## config.mk

```make
export PLATFORM = sky130hd
export DESIGN_NAME = key_to_escape_sequence_encoder_top
export DESIGN_NICKNAME = d
export VERILOG_FILES = /design/src/rtl/core/kte_pkg.sv /design/src/rtl/core/kte_front.sv /design/src/rtl/core/kte_queue.sv /design/src/rtl/core/kte_back.sv /design/src/rtl/core/key_to_escape_sequence_encoder_top.sv
export SDC_FILE = /design/constraint.sdc
export NUM_CORES = 1
export LEC_CHECK = 0
export BUFFER_PORTS_ARGS = -buffer_cell sky130_fd_sc_hd__clkbuf_2
export CORE_MARGIN = 2
export CORE_UTILIZATION = 50
export CTS_CLUSTER_SIZE = 20
export DETAILED_ROUTE_END_ITERATION = 8
export GPL_ROUTABILITY_DRIVEN = 0
export PLACE_DENSITY = 0.89
export SYNTH_ARGS = -nofsm -noshare
export SYNTH_HDL_FRONTEND = slang
export SYNTH_SLANG_ARGS = --single-unit
```

## constraint.sdc

```tcl
create_clock -name clock -period 3.1 [get_ports clock]
set_input_delay 0 -clock clock [delete_from_list [all_inputs] [get_ports clock]]
set_output_delay 0 -clock clock [all_outputs]
set_load 0.05 [all_outputs]
```

## src/rtl/core/kte_pkg.sv

```systemverilog
package kte_pkg;

   // Byte codes used in the emitted sequences
   localparam logic [7:0] ByteEsc     = 8'h1b;
   localparam logic [7:0] ByteBracket = 8'h5b;   // '['
   localparam logic [7:0] ByteO       = 8'h4f;   // 'O'
   localparam logic [7:0] ByteOne     = 8'h31;   // '1'
   localparam logic [7:0] ByteSemi    = 8'h3b;   // ';'
   localparam logic [7:0] ByteTilde   = 8'h7e;   // '~'
   localparam logic [7:0] ByteZero    = 8'h30;   // '0'
   localparam logic [7:0] CtrlMask    = 8'h1f;

   // Request kinds
   localparam logic ReqText = 1'b0;
   localparam logic ReqKey  = 1'b1;

   // Modifier bit positions
   localparam int ModShift = 0;
   localparam int ModAlt   = 1;
   localparam int ModCtrl  = 2;

   // Register map: word index taken from paddr[2]
   localparam int  CsrAddrWidth      = 3;
   localparam logic CsrIdxCursorMode = 1'b0;

   // Queue depth between the classifier and the byte sequencer
   localparam int QueueDepthDefault = 2;

   localparam int MaxSeqLen = 6;

   typedef enum logic [1:0] {
      KIND_NONE   = 2'd0,
      KIND_LIT    = 2'd1,
      KIND_CURSOR = 2'd2,
      KIND_NUM    = 2'd3
   } key_kind_type;

   typedef struct packed {
      key_kind_type kind;
      logic [7:0]   ch;
      logic [2:0]   num;
   } key_entry_type;

   // One encoded item: bytes in order, length 0..6 (0 when nothing is emitted)
   typedef struct packed {
      logic [MaxSeqLen-1:0][7:0] seq_bytes;
      logic [2:0]                seq_len;
   } seq_word_type;

   // Special key table, indexed by key code
   function automatic key_entry_type key_lookup(input logic [4:0] code);
      key_entry_type e;
      begin
         e = '{kind: KIND_NONE, ch: 8'h00, num: 3'd0};
         unique case (code)
            5'd1:    e = '{kind: KIND_LIT,    ch: 8'h0a, num: 3'd0};
            5'd2:    e = '{kind: KIND_LIT,    ch: 8'h09, num: 3'd0};
            5'd3:    e = '{kind: KIND_LIT,    ch: 8'h08, num: 3'd0};
            5'd4:    e = '{kind: KIND_LIT,    ch: 8'h1b, num: 3'd0};
            5'd5:    e = '{kind: KIND_CURSOR, ch: 8'h41, num: 3'd0};
            5'd6:    e = '{kind: KIND_CURSOR, ch: 8'h42, num: 3'd0};
            5'd7:    e = '{kind: KIND_CURSOR, ch: 8'h44, num: 3'd0};
            5'd8:    e = '{kind: KIND_CURSOR, ch: 8'h43, num: 3'd0};
            5'd9:    e = '{kind: KIND_NUM,    ch: 8'h7e, num: 3'd2};
            5'd10:   e = '{kind: KIND_NUM,    ch: 8'h7e, num: 3'd3};
            5'd11:   e = '{kind: KIND_CURSOR, ch: 8'h48, num: 3'd0};
            5'd12:   e = '{kind: KIND_CURSOR, ch: 8'h46, num: 3'd0};
            5'd13:   e = '{kind: KIND_NUM,    ch: 8'h7e, num: 3'd5};
            5'd14:   e = '{kind: KIND_NUM,    ch: 8'h7e, num: 3'd6};
            default: e = '{kind: KIND_NONE,   ch: 8'h00, num: 3'd0};
         endcase
         return e;
      end
   endfunction

endpackage

```

## src/rtl/core/kte_front.sv

```systemverilog
module kte_front (
   input  logic                  req_type,
   input  logic [7:0]            text_byte,
   input  logic                  single_char,
   input  logic [4:0]            key_code,
   input  logic [2:0]            modifiers,
   input  logic                  cursor_key_mode,
   output logic                  seq_nonempty,
   output kte_pkg::seq_word_type seq_word
);
   import kte_pkg::*;

   key_entry_type entry;
   logic [7:0]    mod_char;
   logic [1:0]    noshift;

   assign entry    = key_lookup(key_code);
   assign mod_char = ByteOne + {5'd0, modifiers};
   assign noshift  = modifiers[ModCtrl:ModAlt];

   // Classify the word and build its byte sequence
   always_comb begin
      seq_word.seq_bytes = '0;
      seq_word.seq_len   = 3'd0;
      if (req_type == ReqText) begin
         if (noshift == 2'b00) begin
            seq_word.seq_bytes[0] = text_byte;
            seq_word.seq_len      = 3'd1;
         end else if (noshift == 2'b10 && single_char) begin
            seq_word.seq_bytes[0] = text_byte & CtrlMask;
            seq_word.seq_len      = 3'd1;
         end
      end else begin
         unique case (entry.kind)
            KIND_LIT: begin
               seq_word.seq_bytes[0] = entry.ch;
               seq_word.seq_len      = 3'd1;
            end
            KIND_CURSOR: begin
               seq_word.seq_bytes[0] = ByteEsc;
               if (cursor_key_mode) begin
                  seq_word.seq_bytes[1] = ByteO;
                  seq_word.seq_bytes[2] = entry.ch;
                  seq_word.seq_len      = 3'd3;
               end else if (modifiers == 3'd0) begin
                  seq_word.seq_bytes[1] = ByteBracket;
                  seq_word.seq_bytes[2] = entry.ch;
                  seq_word.seq_len      = 3'd3;
               end else begin
                  seq_word.seq_bytes[1] = ByteBracket;
                  seq_word.seq_bytes[2] = ByteOne;
                  seq_word.seq_bytes[3] = ByteSemi;
                  seq_word.seq_bytes[4] = mod_char;
                  seq_word.seq_bytes[5] = entry.ch;
                  seq_word.seq_len      = 3'd6;
               end
            end
            KIND_NUM: begin
               seq_word.seq_bytes[0] = ByteEsc;
               seq_word.seq_bytes[1] = ByteBracket;
               seq_word.seq_bytes[2] = ByteZero + {5'd0, entry.num};
               if (modifiers == 3'd0) begin
                  seq_word.seq_bytes[3] = entry.ch;
                  seq_word.seq_len      = 3'd4;
               end else begin
                  seq_word.seq_bytes[3] = ByteSemi;
                  seq_word.seq_bytes[4] = mod_char;
                  seq_word.seq_bytes[5] = entry.ch;
                  seq_word.seq_len      = 3'd6;
               end
            end
            default: begin
               seq_word.seq_len = 3'd0;
            end
         endcase
      end
   end

   assign seq_nonempty = (seq_word.seq_len != 3'd0);

endmodule

```

## src/rtl/core/kte_queue.sv

```systemverilog
module kte_queue #(
   parameter int Depth = kte_pkg::QueueDepthDefault
) (
   input  logic                  clock,
   input  logic                  reset,
   input  logic                  push,
   input  kte_pkg::seq_word_type push_word,
   input  logic                  pop,
   output kte_pkg::seq_word_type head_word,
   output logic                  empty,
   output logic                  full
);
   import kte_pkg::*;

   localparam int PtrWidth = (Depth > 1) ? $clog2(Depth) : 1;
   localparam int CntWidth = $clog2(Depth + 1);
   localparam logic [PtrWidth-1:0] LastPtr = PtrWidth'(Depth - 1);
   localparam logic [CntWidth-1:0] FullCnt = CntWidth'(Depth);

   seq_word_type          mem_ff [Depth];
   logic [PtrWidth-1:0]   wr_ptr_ff, wr_ptr_in;
   logic [PtrWidth-1:0]   rd_ptr_ff, rd_ptr_in;
   logic [CntWidth-1:0]   cnt_ff, cnt_in;

   assign empty     = (cnt_ff == '0);
   assign full      = (cnt_ff == FullCnt);
   assign head_word = mem_ff[rd_ptr_ff];

   // Advance pointers and occupancy
   always_comb begin
      wr_ptr_in = wr_ptr_ff;
      rd_ptr_in = rd_ptr_ff;
      cnt_in    = cnt_ff;
      if (push) begin
         wr_ptr_in = (wr_ptr_ff == LastPtr) ? '0 : wr_ptr_ff + 1'b1;
      end
      if (pop) begin
         rd_ptr_in = (rd_ptr_ff == LastPtr) ? '0 : rd_ptr_ff + 1'b1;
      end
      if (push && !pop) begin
         cnt_in = cnt_ff + 1'b1;
      end else if (pop && !push) begin
         cnt_in = cnt_ff - 1'b1;
      end
   end

   always_ff @(posedge clock) begin
      if (reset) begin
         wr_ptr_ff <= '0;
         rd_ptr_ff <= '0;
         cnt_ff    <= '0;
      end else begin
         wr_ptr_ff <= wr_ptr_in;
         rd_ptr_ff <= rd_ptr_in;
         cnt_ff    <= cnt_in;
      end
   end

   // Store the pushed word
   always_ff @(posedge clock) begin
      if (push) begin
         mem_ff[wr_ptr_ff] <= push_word;
      end
   end

endmodule

```

## src/rtl/core/kte_back.sv

```systemverilog
module kte_back (
   input  logic                  clock,
   input  logic                  reset,
   input  logic                  head_valid,
   input  kte_pkg::seq_word_type head_word,
   output logic                  pop,
   output logic                  rsp_valid,
   input  logic                  rsp_stall,
   output logic [7:0]            rsp_out_byte,
   output logic                  rsp_last_byte
);
   import kte_pkg::*;

   logic [2:0] idx_ff, idx_in;
   logic       valid_ff, valid_in;
   logic [7:0] byte_ff, byte_in;
   logic       last_ff, last_in;
   logic       load;
   logic       at_end;

   assign load   = head_valid && (!valid_ff || !rsp_stall);
   assign at_end = (idx_ff == head_word.seq_len - 3'd1);
   assign pop    = load && at_end;

   // Step through the head word one byte per cycle while the output is not stalled
   always_comb begin
      idx_in   = idx_ff;
      valid_in = valid_ff;
      byte_in  = byte_ff;
      last_in  = last_ff;
      if (load) begin
         valid_in = 1'b1;
         byte_in  = head_word.seq_bytes[idx_ff];
         last_in  = at_end;
         idx_in   = at_end ? 3'd0 : idx_ff + 3'd1;
      end else if (!rsp_stall) begin
         valid_in = 1'b0;
      end
   end

   always_ff @(posedge clock) begin
      if (reset) begin
         idx_ff   <= '0;
         valid_ff <= 1'b0;
      end else begin
         idx_ff   <= idx_in;
         valid_ff <= valid_in;
      end
   end

   // Hold the output byte while stalled
   always_ff @(posedge clock) begin
      byte_ff <= byte_in;
      last_ff <= last_in;
   end

   assign rsp_valid     = valid_ff;
   assign rsp_out_byte  = byte_ff;
   assign rsp_last_byte = last_ff;

endmodule

```

## src/rtl/core/key_to_escape_sequence_encoder_top.sv

```systemverilog
// The first byte of a word passes through the queue and then the output register
// before it is valid. The sequencer sends one byte per cycle while rsp_stall is low;
// a word gives 1 to 6 bytes, and a word that gives no bytes is dropped at the input.
// The queue between classifier and sequencer sets overlap.
// Reset: synchronous, active high; clears the queue, the output stage and
// cursor_key_mode.
module key_to_escape_sequence_encoder_top #(
   parameter int QueueDepth = kte_pkg::QueueDepthDefault
) (
   input  logic                              clock,
   input  logic                              reset,
   input  logic                              req_valid,
   output logic                              req_stall,
   input  logic                              req_req_type,
   input  logic [7:0]                        req_text_byte,
   input  logic                              req_single_char,
   input  logic [4:0]                        req_key_code,
   input  logic [2:0]                        req_modifiers,
   output logic                              rsp_valid,
   input  logic                              rsp_stall,
   output logic [7:0]                        rsp_out_byte,
   output logic                              rsp_last_byte,
   input  logic                              csr_psel,
   input  logic                              csr_penable,
   input  logic                              csr_pwrite,
   input  logic [kte_pkg::CsrAddrWidth-1:0]  csr_paddr,
   input  logic [31:0]                       csr_pwdata,
   output logic [31:0]                       csr_prdata,
   output logic                              csr_pready
);
   import kte_pkg::*;

   logic         cursor_mode_ff, cursor_mode_in;
   logic         csr_write;
   logic         csr_idx;
   logic         accept;
   logic         seq_nonempty;
   seq_word_type seq_word;
   seq_word_type head_word;
   logic         q_empty;
   logic         q_full;
   logic         pop;

   // Register port
   assign csr_pready = 1'b1;
   assign csr_idx    = csr_paddr[2];
   assign csr_write  = csr_psel && csr_penable && csr_pwrite;

   always_comb begin
      cursor_mode_in = cursor_mode_ff;
      if (csr_write && csr_idx == CsrIdxCursorMode) begin
         cursor_mode_in = csr_pwdata[0];
      end
   end

   always_comb begin
      csr_prdata = '0;
      if (csr_idx == CsrIdxCursorMode) begin
         csr_prdata = {31'd0, cursor_mode_ff};
      end
   end

   always_ff @(posedge clock) begin
      if (reset) begin
         cursor_mode_ff <= 1'b0;
      end else begin
         cursor_mode_ff <= cursor_mode_in;
      end
   end

   // Accept a word whenever the queue has room; drop empty encodings
   assign req_stall = q_full;
   assign accept    = req_valid && !q_full;

   kte_front u_front (
      .req_type        (req_req_type),
      .text_byte       (req_text_byte),
      .single_char     (req_single_char),
      .key_code        (req_key_code),
      .modifiers       (req_modifiers),
      .cursor_key_mode (cursor_mode_ff),
      .seq_nonempty    (seq_nonempty),
      .seq_word        (seq_word)
   );

   kte_queue #(
      .Depth (QueueDepth)
   ) u_queue (
      .clock     (clock),
      .reset     (reset),
      .push      (accept && seq_nonempty),
      .push_word (seq_word),
      .pop       (pop),
      .head_word (head_word),
      .empty     (q_empty),
      .full      (q_full)
   );

   kte_back u_back (
      .clock         (clock),
      .reset         (reset),
      .head_valid    (!q_empty),
      .head_word     (head_word),
      .pop           (pop),
      .rsp_valid     (rsp_valid),
      .rsp_stall     (rsp_stall),
      .rsp_out_byte  (rsp_out_byte),
      .rsp_last_byte (rsp_last_byte)
   );

endmodule
```

==> Yosys cells after proc, flatten, opt, wreduce, memory -nomap -nowiden <==
Memories as Yosys holds them, arrays and structs flattened. A register that Yosys moved wholly into a read port is not among the register bits.
Cells that the tools add are included.
W data, S select, Z words.
{ "totals": {"register_bits": 18, "ramBits": 102, "rom_bits": 192, "input_bits": 60, "output_inout_bits": 44, "n_memories": 2} }
{ "op_classes": {"addsub": 8, "order_cmp": 1, "eq_ne": 7, "muxes": 31, "bitwise": 1, "n_reduce_logical": 23} }
{ "memory_table": {"columns": ["memory", "depth", "width", "rd", "rd_clocked_by_memory_dff", "write_ports", "line", "source"], "rows": [
  ["(name not given)", 16, 12, 1, 0, 0, "kte_pkg.sv:55", "unique case (code)"],
  ["u_queue.mem_ff", 2, 51, 1, 1, 1, "kte_queue.sv:20", "seq_word_type mem_ff [Depth];"]
]} }
{ "op_table": {"columns": ["cell", "n"], "rows": [
  ["$pmux W40 S2", 1],
  ["$mux W16", 3],
  ["$mux W24", 2],
  ["$mux W40", 1],
  ["$bmux W8 S3", 1],
  ["$mux W8", 3],
  ["$mux W11", 2],
  ["$pmux W8 S2", 1],
  ["$add A6 B3 Y7 const A", 2],
  ["$mux W13", 1],
  ["$logic_and A1 B1 Y1", 10],
  ["$mux W1", 9],
  ["$mux W3", 3],
  ["$pmux W3 S3", 1],
  ["$eq A2 B2 Y1 const B", 4],
  ["$logic_not A1 Y1", 6],
  ["$mux W2", 3],
  ["$logic_not A2 Y1", 2],
  ["$lt A3 B4 Y1 const B", 1],
  ["$add A3 B1 Y3 const B", 1],
  ["$eq A3 B3 Y1", 1],
  ["$logic_not A3 Y1", 1],
  ["$reduce_bool A3 Y1", 1],
  ["$sub A3 B1 Y3 const B", 1],
  ["other kinds (9)", 10]
]} }

==> Longest topological paths before layout <==
An unclocked memory read counts as a cell.
{ "logic_depth": {"depth_word": 12, "ltp_mapped": 12, "depth_no_buf": 10} }

==> Cells and area by module <==
Synthesis repeated with hierarchy kept, for this count alone.
{ "unflattened": {"hier_cells": 432, "hier_area_um2": 6023.3} }
{ "by_module_without_submodules": {"columns": ["mod", "n_inst", "cells_each", "area_each_um2"], "rows": [
  ["kte_queue", 1, 181, 3882.5],
  ["kte_front", 1, 135, 913.4],
  ["kte_back", 1, 73, 907.1],
  ["key_to_escape_sequence_encoder_top", 1, 43, 320.3]
]} }

==> Least setup slack after synthesis <==
OpenSTA, ideal clock, no wires.
{ "synth_path": {"path_type": "input to register", "from": "input port req_key_code[0]", "to": "memory u_queue.mem_ff[0][0] (netlist name) (enable)", "t_arrival_ns": 2.797, "required_ns": 2.658, "slack_ns": -0.139, "path_stages": 6, "path_buffers": 0, "cell_sequence": "inv_1 > ha_1 > and4b_1 > a311oi_1 > o21a_1 > nor2b_1"} }
{ "synth_between": {"elab_chain_len": 9} }
{ "synth_lines": {"columns": ["item", "line", "source"], "rows": [
  ["start: declaration", "key_to_escape_sequence_encoder_top.sv:17", "input logic [4:0] req_key_code,"],
  ["$mem_v2 Z16 W12 (*)", null, null],
  ["$mux W13 (*)", "kte_pkg.sv:55", null],
  ["$eq A2 B2 Y1 or $eq A2 B1 Y1 (tied branches)", "kte_front.sv:34", "unique case (entry.kind)"],
  ["$pmux W3 S3 (*)", "kte_front.sv:34", null],
  ["$mux W11 (*)", "kte_front.sv:25", "if (req_type == ReqText) begin"],
  ["$reduce_bool A3 Y1 (*)", "kte_front.sv:79", "assign seq_nonempty = (seq_word.seq_len != 3'd0);"],
  ["$logic_and A1 B1 Y1 (*)", "key_to_escape_sequence_encoder_top.sv:91", ".push (accept && seq_nonempty),"],
  ["net u_queue.push", "kte_queue.sv:6", "input logic push,"],
  ["$mux W1 (*)", "kte_queue.sv:61", "if (push) begin"],
  ["$mux W1 (not written as such) (*)", "kte_queue.sv:62", "mem_ff[wr_ptr_ff] <= push_word;"],
  ["end: declaration", "kte_queue.sv:20", null]
]} }
Mark *: on every way through the listed nets, which the timed path passes. The rest lies on a longest branch.

==> run summary <==
The number of maximum-capacitance constraint violations is 0. The die outline height is 104.3 um. The initialized floorplan defines 36 standard-cell rows.

Global routing consumed, over all layers together, 18.24% of the routing resources. The core outline area came out at 9774 um^2. The number of nets in the final layout came out at 495.

Among the stages of the critical path, the cell type that occurs most often is ha_1. The total of warnings raised by yosys came out at 0. The fraction of registers with async set or reset after synthesis is 0%. Dividing total power by cell area gives a power density of 561.7 nW/um^2.

At the end of the flow the core is filled with cells to 56.50%. Counting the fill cells in the layout gives 780. The combinational group share of total power came out at 23.1%. The post-cts resize count is 0. The number of diodes added for antenna fixing came out at 0.

The post-route DRC violation count came out at 0. The via count normalized by instance count is 5.505. The synthesized design spends more area on one cell type than any other, namely edfxtp_1. The synthesized flop and latch total is 99. For the pin with the worst max-slew slack, the measured transition is 0.7585 ns. On the critical path, the stage with the largest delay is an instance of dfxtp_1. The data arrival time of the critical path came out at 2.85 ns. The proportion of synthesized chip area in sequential cells is 57.13%. The leakage power of the design came out at 2.047 nW.

The first global-routing pass estimated 15.46 mm of wire. Synthesis instantiated 63 different standard cells from the library. The number of flops mapped to enable cells by yosys is 89. The tightest hold margin is 0.08525 ns. The library cell used most frequently in the layout, excluding fill and tap cells, is edfxtp_1. Traced cell by cell, the critical path runs through mux2i_2, ha_1, xnor2_1, nor4_4, inv_1, ha_1, or3_1, a21oi_1. The class of the most critical hold timing path is primary input to flop. The width of the die is 104.3 um. Setup repair after global routing left no endpoint under its margin.

The share of synthesized area in the top cell type comes to 53.15%. The maximum ir drop on the vdd rail came out at 0.0002491 V. The number of global-route vias before repair came out at 3027. The share of layout cells above drive strength 1 came out at 24.71%.

The element type at the critical path end is a flop. In the synthesized netlist the dominant register cell turns out to be edfxtp_1. The category of the worst setup path launch point is a flop. The clock period minus final worst setup slack came out at 2.558 ns.

After the first detailed-routing iteration, the DRC count stood at 310. The count of nets left with antenna violations once routing finished came out at 0. The CTS tree is built. For this block, the routed nets add up to 9.683 mm of wire. The flow ran to the end, and the final reports show no timing, DRC or antenna violations. The number of vias after detailed routing is 3094. The residual overflow from global routing is 0. On the worst path, the slowest cell contributes a delay of 0.43 ns. The HPWL after detailed placement is 6.807 mm. The number of antenna violations at the first check in global routing came to 0. Buffers added to address setup during post-CTS repair amount to 0. The number of placed I/O pins came out at 104. The pin count of the biggest net entering global routing came out at 41.

The worst setup margin is 0.5419 ns. The maximum clock skew at final layout is 0.01225 ns. The post-synthesis cell area is 5029 um^2.

The fraction of power consumed by sequential logic came out at 51.3%. After routing, the total negative slack on setup checks comes to 0 ns. The internal cell power is 2.091 mW. The clock drives 99 sinks. Clock latency on the worst-skew pair, taken at its later pin, is 0.36 ns.

The library cells used most frequently in the layout, excluding fill and tap cells, are edfxtp_1 (89), clkbuf_2 (38), conb_1 (32), nor2_1 (22), nand2_1 (19). Net switching is 32.59% of the power. The quantity of hold-fixing buffers added after cts came out at 11. In the final routed layout, each cell accounts on average for 17.23 um.

The final setup violation count is 0. The worst path required time is 3.40 ns. The number of detailed-routing iterations run before antenna repair is 4. The growth of design area from synthesis to finish came out at 9.828%. By area the synthesized netlist is led by edfxtp_1 (53%), mux4_2 (5.8%), buf_4 (5.1%), dfxtp_1 (4.0%), ha_1 (2.7%). The standard cell area after detailed placement came out at 5216 um^2. The H-tree depth is 3. Dividing the final minimum period by the clock period gives 82.52%. The number of I/O port buffers is 38. The maximum number of buffers from clock root to sink is 2. The cell area after layout came out at 5523 um^2. By startpoint and endpoint, the worst setup path is classified as flop to flop. Clock tree synthesis selected as its root buffer the cell clkbuf_8. The reported net switching power came out at 1.011 mW. The highest net fanout along the worst path is 4. The area of the die is 10880 um^2. The number of clock buffers inserted by TritonCTS came out at 9. The clock power share is 25.6%. The worst setup slack before clock tree synthesis came out at 0.5439 ns. The count of endpoints failing hold in the final timing report is 0.

The clock slew seen by the registers of the worst setup and hold paths is 0.10 ns. For this run, the top clock speed supported by timing is 0.3909 GHz. The remaining max-slew budget at the tightest pin came out at 49.43%. The post-synthesis instance total came out at 375. The initial utilization of the core area, before any placement, comes to 51.45%.

The final-report max-slew violation count came to 0. The per-instance average area after synthesis is 13.41 um^2.
-- synthesized netlist by cell type, types with 5 or more instances --
cell and count:
a21oi_1 13, buf_4 34, clkbuf_1 5, dfxtp_1 10, edfxtp_1 89, ha_1 11, inv_1 16, mux2_2 10
mux2i_1 9, mux4_2 13, nand2_1 19, nand2b_1 7, nor2_1 22, nor2b_1 9, nor3_1 5, nor3_2 6
o21ai_0 16
-- worst max-delay path: cells and delay by family, from the launching register on --
kind | cells | cell delay, ns
flip-flops | 1 | 0.43
AO/OA/AOI/OAI | 1 | 0.14
adder cells (fa/ha/maj) | 2 | 0.62
multiplexers | 1 | 0.28
AND/OR/NAND/NOR | 2 | 0.77
XOR/XNOR | 1 | 0.18
buffers and inverters | 1 | 0.08
-- metal layers --
layer	wire length [um]	track usage, %	vias to the layer above
li1	-	-	1432
met1	4145	23.98	1515
met2	4721	29.41	126
met3	562	3.759	21
met4	253	7.819	0
met5	0	0	-
-- stage by stage --
| step | instances | total power, mW |
|---|---|---|
| after global routing | 562 | 3.227 |
| after global placement | 535 | 2.297 |
| after detailed placement | 535 | 2.321 |
| final | 562 | 3.102 |
| after floorplan | 405 | 2.199 |
| after CTS | 562 | 3.111 |
-- power groups by stage --
stage               clock network, mW  logic, mW  registers, mW
floorplan                           0      0.477           1.72
global placement                    0      0.681           1.62
detailed placement                  0      0.698           1.62
CTS                             0.805      0.714           1.59
global route                    0.858      0.767           1.60
finish                          0.793      0.717           1.59
-- layout make-up --
type / instances / area [um^2] / share of cell area (%)
Sequential cell: 99 / 2873 / 52.02
Multi-Input combinational cell: 242 / 1874 / 33.94
Timing Repair Buffer: 56 / 352.8 / 6.389
Tap cell: 133 / 166.4 / 3.013
Clock buffer: 9 / 123.9 / 2.243
Clock inverter: 7 / 72.57 / 1.314
Inverter: 16 / 60.06 / 1.087
-- sequential cells by signal (all words and copies together), names as in the netlist, named ones only --
| signal | cells |
|---|---|
| cursor_mode_ff | 1 |
| u_back.idx_ff | 3 |
| u_back.rsp_last_byte | 1 |
| u_back.rsp_out_byte | 8 |
| u_back.rsp_valid | 1 |
| u_queue.cnt_ff | 2 |
| u_queue.mem_ff | 80 |
| u_queue.rd_ptr_ff | 1 |
| u_queue.wr_ptr_ff | 1 |
-- worst paths after layout --
kind                          start                     to  slack [ns]  cells after the start
hold / removal     req_modifiers[1]  u_queue.mem_ff[1][38]        0.09                      3
setup reg to reg               flop      u_queue.cnt_ff[1]        0.54                      8
hold reg to reg   u_queue.cnt_ff[1]      u_queue.cnt_ff[1]        0.53                      2
setup / recovery               flop      u_queue.cnt_ff[1]        0.54                      8
-- cells by family (layout without fill, tap and decap cells) --
family          count (synthesis)  after routing  share of synthesized area (%)
buf+inv                        64             88                          7.987
compound gates                 59             59                          8.684
fa+ha+maj                      11             11                          2.737
flops                          99             99                          57.13
mux                            33             33                          10.13
simple gates                  100            100                          11.97
other cells                     2             32                         0.1493
xor+xnor                        7              7                          1.219
Note: power is estimated with default switching activity, not from simulation.
